<file path="src/sv/ddo_pkg.sv">
`default_nettype none

package ddo_pkg;

    // Default build values for the top-level parameters.
    localparam int CORDIC_STAGES_DEF = 16;
    localparam int POSITION_BITS_DEF = 32;

    // Width of an index into the arctangent table.
    localparam int ANGLE_IDX_W = 5;

    // Beat widths of the two streams, and index and data widths of the register port.
    localparam int S_DATA_W   = 96;
    localparam int M_DATA_W   = 144;
    localparam int CFG_IDX_W  = 3;
    localparam int CFG_DATA_W = 32;

    // Reset value of the scale and gain registers (1.0 in Q16.16).
    localparam logic [31:0] UNITY_Q16 = 32'h0001_0000;

    // CORDIC gain compensation, 1/K as an unsigned 0.32 fraction.
    localparam logic [31:0] GAIN_COMP = 32'h9B74_EDA8;

    // 2*pi in Q16.16, used to turn a binary angle into radians.
    localparam logic signed [19:0] TWO_PI_Q16 = 20'sd411775;

    // Clamp applied to every gain product, and the matching limit on the
    // high partial product when the result is taken as a Q16.16 product.
    localparam logic [63:0] MUL_LIMIT    = 64'h1000_0000_0000_0000;
    localparam logic [63:0] MUL_LIMIT_HI = 64'h0000_1000_0000_0000;

    // Register indexes of the configuration port.
    typedef enum logic [CFG_IDX_W-1:0] {
        CFG_LEFT_SCALE  = 3'd0,
        CFG_RIGHT_SCALE = 3'd1,
        CFG_HEAD_PER_D  = 3'd2,
        CFG_DIST_GAIN   = 3'd3,
        CFG_HEAD_GAIN   = 3'd4,
        CFG_START_X     = 3'd5,
        CFG_START_Y     = 3'd6,
        CFG_START_HEAD  = 3'd7
    } cfg_idx_t;

    // Datapath operations issued by the controller.
    typedef enum logic [3:0] {
        OP_NONE    = 4'd0,
        OP_CAPTURE = 4'd1,
        OP_LOAD    = 4'd2,
        OP_VPRE    = 4'd3,
        OP_VITER   = 4'd4,
        OP_MS_A    = 4'd5,
        OP_MS_B    = 4'd6,
        OP_ERR     = 4'd7,
        OP_CMD     = 4'd8,
        OP_WHEEL   = 4'd9,
        OP_DIFF    = 4'd10,
        OP_HMUL    = 4'd11,
        OP_MID     = 4'd12,
        OP_RITER   = 4'd13,
        OP_POSE    = 4'd14,
        OP_OUT     = 4'd15
    } op_t;

    // Operand and destination of the shared multiply-saturate unit.
    typedef enum logic [2:0] {
        MS_DIST = 3'd0,
        MS_T1   = 3'd1,
        MS_T2   = 3'd2,
        MS_RX   = 3'd3,
        MS_RY   = 3'd4
    } msel_t;

    // Command word from the controller to the datapath.
    typedef struct packed {
        op_t                    op;
        msel_t                  msel;
        logic [ANGLE_IDX_W-1:0] idx;
    } ddo_cmd_t;

    // Arctangent of 2^-i as a 32-bit binary angle.
    function automatic logic [31:0] atan_lookup(input logic [ANGLE_IDX_W-1:0] i);
        logic [31:0] a;
        case (i)
            5'd0:    a = 32'h2000_0000;
            5'd1:    a = 32'h12E4_051E;
            5'd2:    a = 32'h09FB_385B;
            5'd3:    a = 32'h0511_11D4;
            5'd4:    a = 32'h028B_0D43;
            5'd5:    a = 32'h0145_D7E1;
            5'd6:    a = 32'h00A2_F61E;
            5'd7:    a = 32'h0051_7C55;
            5'd8:    a = 32'h0028_BE53;
            5'd9:    a = 32'h0014_5F2F;
            5'd10:   a = 32'h000A_2F98;
            5'd11:   a = 32'h0005_17CC;
            5'd12:   a = 32'h0002_8BE6;
            5'd13:   a = 32'h0001_45F3;
            5'd14:   a = 32'h0000_A2FA;
            5'd15:   a = 32'h0000_517D;
            5'd16:   a = 32'h0000_28BE;
            5'd17:   a = 32'h0000_145F;
            5'd18:   a = 32'h0000_0A30;
            5'd19:   a = 32'h0000_0518;
            5'd20:   a = 32'h0000_028C;
            5'd21:   a = 32'h0000_0146;
            5'd22:   a = 32'h0000_00A3;
            5'd23:   a = 32'h0000_0051;
            5'd24:   a = 32'h0000_0029;
            5'd25:   a = 32'h0000_0014;
            5'd26:   a = 32'h0000_000A;
            5'd27:   a = 32'h0000_0005;
            5'd28:   a = 32'h0000_0003;
            5'd29:   a = 32'h0000_0001;
            5'd30:   a = 32'h0000_0001;
            default: a = 32'h0000_0000;
        endcase
        return a;
    endfunction

endpackage

`default_nettype wire

</file>
<file path="src/sv/ddo_ctrl.sv">
`default_nettype none

module ddo_ctrl #(
    parameter int CORDIC_STAGES = ddo_pkg::CORDIC_STAGES_DEF
) (
    input  wire logic              aclk,
    input  wire logic              aresetn,
    input  wire logic              s_tvalid,
    output logic                   s_tready,
    output logic                   m_tvalid,
    input  wire logic              m_tready,
    output ddo_pkg::ddo_cmd_t      cmd
);
    import ddo_pkg::*;

    localparam int IW = $clog2(CORDIC_STAGES);
    localparam logic [IW-1:0] LAST_ITER = IW'(CORDIC_STAGES - 1);

    typedef enum logic [22:0] {
        S_IDLE    = 23'h000001,
        S_LOAD    = 23'h000002,
        S_VPRE    = 23'h000004,
        S_VITER   = 23'h000008,
        S_MDIST_A = 23'h000010,
        S_MDIST_B = 23'h000020,
        S_ERR     = 23'h000040,
        S_MT1_A   = 23'h000080,
        S_MT1_B   = 23'h000100,
        S_MT2_A   = 23'h000200,
        S_MT2_B   = 23'h000400,
        S_CMD     = 23'h000800,
        S_WHEEL   = 23'h001000,
        S_DIFF    = 23'h002000,
        S_HMUL    = 23'h004000,
        S_MID     = 23'h008000,
        S_RITER   = 23'h010000,
        S_MRX_A   = 23'h020000,
        S_MRX_B   = 23'h040000,
        S_MRY_A   = 23'h080000,
        S_MRY_B   = 23'h100000,
        S_POSE    = 23'h200000,
        S_DONE    = 23'h400000
    } state_t;

    state_t        state_reg, state_next;
    logic [IW-1:0] iter_reg, iter_next;
    logic          valid_reg, valid_next;

    assign s_tready = (state_reg == S_IDLE);
    assign m_tvalid = valid_reg;

    // Sequencer: goal control first, then odometry integration.
    always_comb begin
        state_next = state_reg;
        iter_next  = iter_reg;
        valid_next = valid_reg && !m_tready;
        cmd.op     = OP_NONE;
        cmd.msel   = MS_DIST;
        cmd.idx    = ANGLE_IDX_W'(iter_reg);
        unique case (state_reg)
            S_IDLE: begin
                if (s_tvalid) begin
                    cmd.op     = OP_CAPTURE;
                    state_next = S_LOAD;
                end
            end
            S_LOAD: begin
                cmd.op     = OP_LOAD;
                state_next = S_VPRE;
            end
            S_VPRE: begin
                cmd.op     = OP_VPRE;
                iter_next  = '0;
                state_next = S_VITER;
            end
            S_VITER: begin
                cmd.op = OP_VITER;
                if (iter_reg == LAST_ITER) begin
                    iter_next  = '0;
                    state_next = S_MDIST_A;
                end else begin
                    iter_next = iter_reg + 1'b1;
                end
            end
            S_MDIST_A: begin
                cmd.op     = OP_MS_A;
                cmd.msel   = MS_DIST;
                state_next = S_MDIST_B;
            end
            S_MDIST_B: begin
                cmd.op     = OP_MS_B;
                cmd.msel   = MS_DIST;
                state_next = S_ERR;
            end
            S_ERR: begin
                cmd.op     = OP_ERR;
                state_next = S_MT1_A;
            end
            S_MT1_A: begin
                cmd.op     = OP_MS_A;
                cmd.msel   = MS_T1;
                state_next = S_MT1_B;
            end
            S_MT1_B: begin
                cmd.op     = OP_MS_B;
                cmd.msel   = MS_T1;
                state_next = S_MT2_A;
            end
            S_MT2_A: begin
                cmd.op     = OP_MS_A;
                cmd.msel   = MS_T2;
                state_next = S_MT2_B;
            end
            S_MT2_B: begin
                cmd.op     = OP_MS_B;
                cmd.msel   = MS_T2;
                state_next = S_CMD;
            end
            S_CMD: begin
                cmd.op     = OP_CMD;
                state_next = S_WHEEL;
            end
            S_WHEEL: begin
                cmd.op     = OP_WHEEL;
                state_next = S_DIFF;
            end
            S_DIFF: begin
                cmd.op     = OP_DIFF;
                state_next = S_HMUL;
            end
            S_HMUL: begin
                cmd.op     = OP_HMUL;
                state_next = S_MID;
            end
            S_MID: begin
                cmd.op     = OP_MID;
                iter_next  = '0;
                state_next = S_RITER;
            end
            S_RITER: begin
                cmd.op = OP_RITER;
                if (iter_reg == LAST_ITER) begin
                    iter_next  = '0;
                    state_next = S_MRX_A;
                end else begin
                    iter_next = iter_reg + 1'b1;
                end
            end
            S_MRX_A: begin
                cmd.op     = OP_MS_A;
                cmd.msel   = MS_RX;
                state_next = S_MRX_B;
            end
            S_MRX_B: begin
                cmd.op     = OP_MS_B;
                cmd.msel   = MS_RX;
                state_next = S_MRY_A;
            end
            S_MRY_A: begin
                cmd.op     = OP_MS_A;
                cmd.msel   = MS_RY;
                state_next = S_MRY_B;
            end
            S_MRY_B: begin
                cmd.op     = OP_MS_B;
                cmd.msel   = MS_RY;
                state_next = S_POSE;
            end
            S_POSE: begin
                cmd.op     = OP_POSE;
                state_next = S_DONE;
            end
            S_DONE: begin
                // Wait until the output register is free.
                if (!valid_reg || m_tready) begin
                    cmd.op     = OP_OUT;
                    valid_next = 1'b1;
                    state_next = S_IDLE;
                end
            end
            default: state_next = S_IDLE;
        endcase
    end

    always_ff @(posedge aclk) begin
        if (!aresetn) begin
            state_reg <= S_IDLE;
            iter_reg  <= '0;
            valid_reg <= 1'b0;
        end else begin
            state_reg <= state_next;
            iter_reg  <= iter_next;
            valid_reg <= valid_next;
        end
    end

endmodule

`default_nettype wire

</file>
<file path="config.mk">
export PLATFORM = sky130hd
export DESIGN_NAME = ddo_ctrl
export DESIGN_NICKNAME = d
export VERILOG_FILES = /design/src/sv/ddo_pkg.sv /design/src/sv/ddo_ctrl.sv
export SDC_FILE = /design/constraint.sdc
export NUM_CORES = 1
export LEC_CHECK = 0
export BUFFER_PORTS_ARGS = -buffer_cell sky130_fd_sc_hd__buf_2
export CAP_MARGIN = 25
export CORE_MARGIN = 2
export CORE_UTILIZATION = 40
export CTS_CLUSTER_SIZE = 16
export DETAILED_ROUTE_END_ITERATION = 10
export MAX_ROUTING_LAYER = met4
export SYNTH_ARGS = -nofsm -noshare
export SYNTH_HDL_FRONTEND = slang
export SYNTH_SLANG_ARGS = --single-unit
</file>
<file path="constraint.sdc">
create_clock -name aclk -period 5.2 [get_ports aclk]
set_input_delay 0.26 -clock aclk [delete_from_list [all_inputs] [get_ports aclk]]
set_output_delay 0.26 -clock aclk [all_outputs]
set_load 0.01 [all_outputs]
</file>
# Word-level counts from Yosys, hierarchy flattened
# Cells that the tools add are included.
dict set report totals {
  reg_bits 28
  input_bits 4
  wordCells 59
  output_inout_bits 14
}
dict set report classes {
  n_reduce_logical 14
  n_mux 13
  eq_ne 28
  addsub 1
}
# op n
set ops {}
lappend ops {{$pmux 23 s23} 1}
lappend ops {{$mux 23} 4}
lappend ops {{$pmux 4 s15} 1}
lappend ops {{$eq 23x1->1 const B} 1}
lappend ops {{$eq 23x10->1 const B} 1}
lappend ops {{$eq 23x11->1 const B} 1}
lappend ops {{$eq 23x12->1 const B} 1}
lappend ops {{$eq 23x13->1 const B} 1}
lappend ops {{$eq 23x14->1 const B} 1}
lappend ops {{$eq 23x15->1 const B} 1}
lappend ops {{$eq 23x16->1 const B} 1}
lappend ops {{$eq 23x17->1 const B} 1}
lappend ops {{$eq 23x18->1 const B} 1}
lappend ops {{$eq 23x19->1 const B} 1}
lappend ops {{$eq 23x2->1 const B} 1}
lappend ops {{$eq 23x20->1 const B} 1}
lappend ops {{$eq 23x21->1 const B} 1}
lappend ops {{$eq 23x22->1 const B} 1}
lappend ops {{$eq 23x23->1 const B} 1}
lappend ops {{$eq 23x3->1 const B} 1}
lappend ops {{$eq 23x4->1 const B} 1}
lappend ops {{$eq 23x5->1 const B} 1}
lappend ops {{$eq 23x6->1 const B} 1}
lappend ops {{$eq 23x7->1 const B} 1}
lappend ops {{16 further kinds} 29}

# Longest topological paths before layout
dict set report depth {
  ltp_word 4
  mapped_depth 9
  depth_no_buf 6
}

# Worst setup path after synthesis
# No wires, ideal clock.
dict set report synth_timing {
  path_type {register -> output}
  startpoint {reg state_reg[12]}
  endpoint {out cmd[8] (netlist bit)}
  setup_slack_ns 2.721
  path_stages_with_launch 8
  arrival_time_ns 2.219
  required_time_ns 4.940
  n_path_buf 1
  path_cell_list {dfxtp_1 -> buf_6 -> or4_4 -> nor4_4 -> nand2_4 -> or4_1 -> o31ai_1 -> or3_1}
}
# element line_no
set synth_rtl {}
lappend synth_rtl {{start, declared} ddo_ctrl.sv:45} ;# state_t state_reg, state_next;
lappend synth_rtl {{start signal, assigned} ddo_ctrl.sv:191} ;# state_reg <= state_next;
lappend synth_rtl {{end, declared} ddo_ctrl.sv:12} ;# output ddo_pkg::ddo_cmd_t cmd

==> results.json <==
{
  "fin_tns_setup_ns": 0,
  "largest_reg_flops": 23,
  "synth_top_area_share_pct": 31.6,
  "ant_nets": 0,
  "finalWorstSetupSlack_ns": 1.93,
  "clkTransAtPathRegs_ns": 0.09,
  "die_h_um": 70.6,
  "final_common_cell": "nor2_1",
  "rrSetupSlack_ns": 2.52,
  "layout_common_cells": "nor2_1, dfxtp_1, buf_2",
  "dpl_cell_area_um2": 1850,
  "grt.met1_usage_pct": 24.9,
  "post-route-min-period_ns": 3.27,
  "clock-sinks": 28,
  "postCtsSetupRepairBufs": 0,
  "ys.warnings.count": 0,
  "num_io_pins": 18,
  "clk_path_buf_depth": 2,
  "cp_slowest_cell": "nor4_2",
  "crit_end": "cmd[10]",
  "rsz0062_at_grt": "no",
  "synth_cells": 228,
  "vias": 1717,
  "fin_worst_skew_ns": 0.00497,
  "grt_max_degree": 20,
  "dieArea_um2": 4980,
  "portBuffers": 16,
  "critPathMaxStageDelay_ns": 0.65,
  "hold_path_class": "in2reg",
  "hpwl_um": 3460,
  "clk_latency_ns": 0.27,
  "async_flop_share_pct": 0,
  "globalplace.congestion": 0.894,
  "nFillCells": 470,
  "root_buffer": "clkbuf_8",
  "hold_viol_final": 0,
  "grt_use_total_pct": 19.4,
  "fin_crit_sh_pct": 63.0,
  "syn_avg_cell_area_um2": 7.78,
  "crit_start": "state_reg[2]",
  "drt-initial-drc-count": 114,
  "place_inst": 284,
  "grt_pass1_vias": 1553,
  "drt_first_pass_iters": 4,
  "yosysSeqAreaShare_pct": 31.6,
  "hold_buffers": 0,
  "cap_viol_max_count": 0,
  "r2r-end": "state_reg[6]",
  "ctsResizeCount": 0,
  "final_layout_size_suffix_gt1_share_pct": 14.9,
  "h-tree-depth": 1,
  "die_w_um": 70.6,
  "initial_utilization_pct": 41.0,
  "grt.overflow.total": 0,
  "num_rows": 24,
  "max_freq_mhz": 305,
  "instances_no_fill": 287,
  "critPathMaxFanout": 11,
  "cts_inserted_buffers": 3,
  "core_area_um2": 4320,
  "fin_nets": 242,
  "syn-cell-area_um2": 1770,
  "finalSetupViolations": 0,
  "cts_tree": "built",
  "area_growth_pct": 6.42,
  "ff2ff_path_depth": 6,
  "gr-usage-met3_pct": 3.56,
  "synth_top_area_cell": "dfxtp_1",
  "cp_cell_sequence": "nor4_2 > nand4_1 > or2_2 > o41ai_1 > nand4b_1 > or4b_1 > buf_2",
  "slew_headroom_pct": 51.8,
  "syn_nets": 233,
  "outcome": "finished, final reports clean",
  "r2r_start": "state_reg[2]",
  "via_per_inst": 5.98,
  "drc": 0,
  "ys.flop_type": "dfxtp_1",
  "busiest_layer": "met2",
  "fin_area_um2": 1890,
  "totalWireLength_um": 4500,
  "synthTopCellsByArea": "dfxtp_1, nor2_1, nand4_1",
  "grtUsageMet2_pct": 31.6,
  "arrival_ns": 3.01,
  "tightest_slew_ns": 0.718,
  "ys_types": 48,
  "peakVddDrop_mv": 0.132,
  "synth_enable_flop_cells": 0,
  "antennaDiodeCount": 0,
  "critPathRequiredTime_ns": 4.94,
  "powerDensity_nw_per_um2": 223,
  "grt_pass1_wl_um": 7510,
  "crit_path_end_kind": "output port",
  "start_kind": "register",
  "critical_path_class": "reg2out",
  "slew_viol_final": 0,
  "dp_slack_ns": 2.32,
  "ys_ff_latch": 28,
  "antenna_found_initial": 0,
  "detail_route.wl_per_cell_um": 15.7,
  "p_leak_nw": 0.764
}
area by class of cell:
type / instances / area, um^2 / area share [%]
Timing Repair Buffer: 16 / 80.1 / 4.24
Inverter: 3 / 11.3 / 0.596
Clock buffer: 3 / 41.3 / 2.19
Sequential cell: 28 / 561 / 29.7
Tap cell: 52 / 65.1 / 3.45
Multi-Input combinational cell: 185 / 1130 / 59.8
layer usage:
layer,vias to the layer above,share of wire (%)
li1,863,-
met1,792,47
met2,56,48
met3,6,4.4
met4,0,1.3
met5,-,0
cell usage after synthesis, drive strengths merged (6+ instances only):
| master | number |
|---|---|
| nor2 | 34 |
| clkbuf | 6 |
| or4 | 8 |
| nor4 | 10 |
| or2 | 6 |
| a21oi | 7 |
| nand3 | 13 |
| nand4 | 13 |
| o21ai | 9 |
| nor3 | 11 |
| dfxtp | 28 |
| buf | 6 |
| nand2 | 14 |
| nor2b | 8 |
worst max-delay path: cells and delay by family, from the launching register on:
family,cells,cell delay (ns)
and+or+nand+nor,5,1.60
AOI/OAI and AO/OA,1,0.58
DFF,1,0.43
buffers and inverters,1,0.12
through the flow:
| stage | power, mW | hold WS [ns] | utilization, % |
|---|---|---|---|
| 2_1_floorplan | 0.293 | 0.378 | - |
| 3_3_place_gp | 0.310 | 0.484 | 42.7 |
| 3_5_place_dp | 0.310 | 0.488 | 42.7 |
| 4_1_cts | 0.425 | 0.202 | 43.7 |
| 5_1_grt | 0.445 | 0.202 | 43.7 |
| 6_report | 0.420 | 0.204 | 43.7 |
logic make-up after synthesis:
| group | after synthesis | share of synthesized area, % |
|---|---|---|
| simple gates | 145 | 47.9 |
| xor+xnor | 8 | 3.95 |
| fa+ha+maj | 1 | 0.705 |
| flops | 28 | 31.6 |
| mux | 1 | 0.564 |
| other cells | 1 | 0.211 |
| buf+inv | 15 | 4.72 |
| compound gates | 29 | 10.4 |
where the power goes:
group,internal (mW),switching [mW]
clock network,0.0520,0.0627
registers,0.218,0.00837
logic,0.0296,0.0499
worst min-delay path by stage:
stage | startpoint | to | cells after the start
global route | aresetn | m_tvalid | 2
detailed placement | aresetn | m_tvalid | 2
floorplan | aresetn | m_tvalid | 1
global placement | aresetn | m_tvalid | 2
finish | aresetn | m_tvalid | 2
CTS | aresetn | m_tvalid | 2
Power figures use the tool's default switching activity.
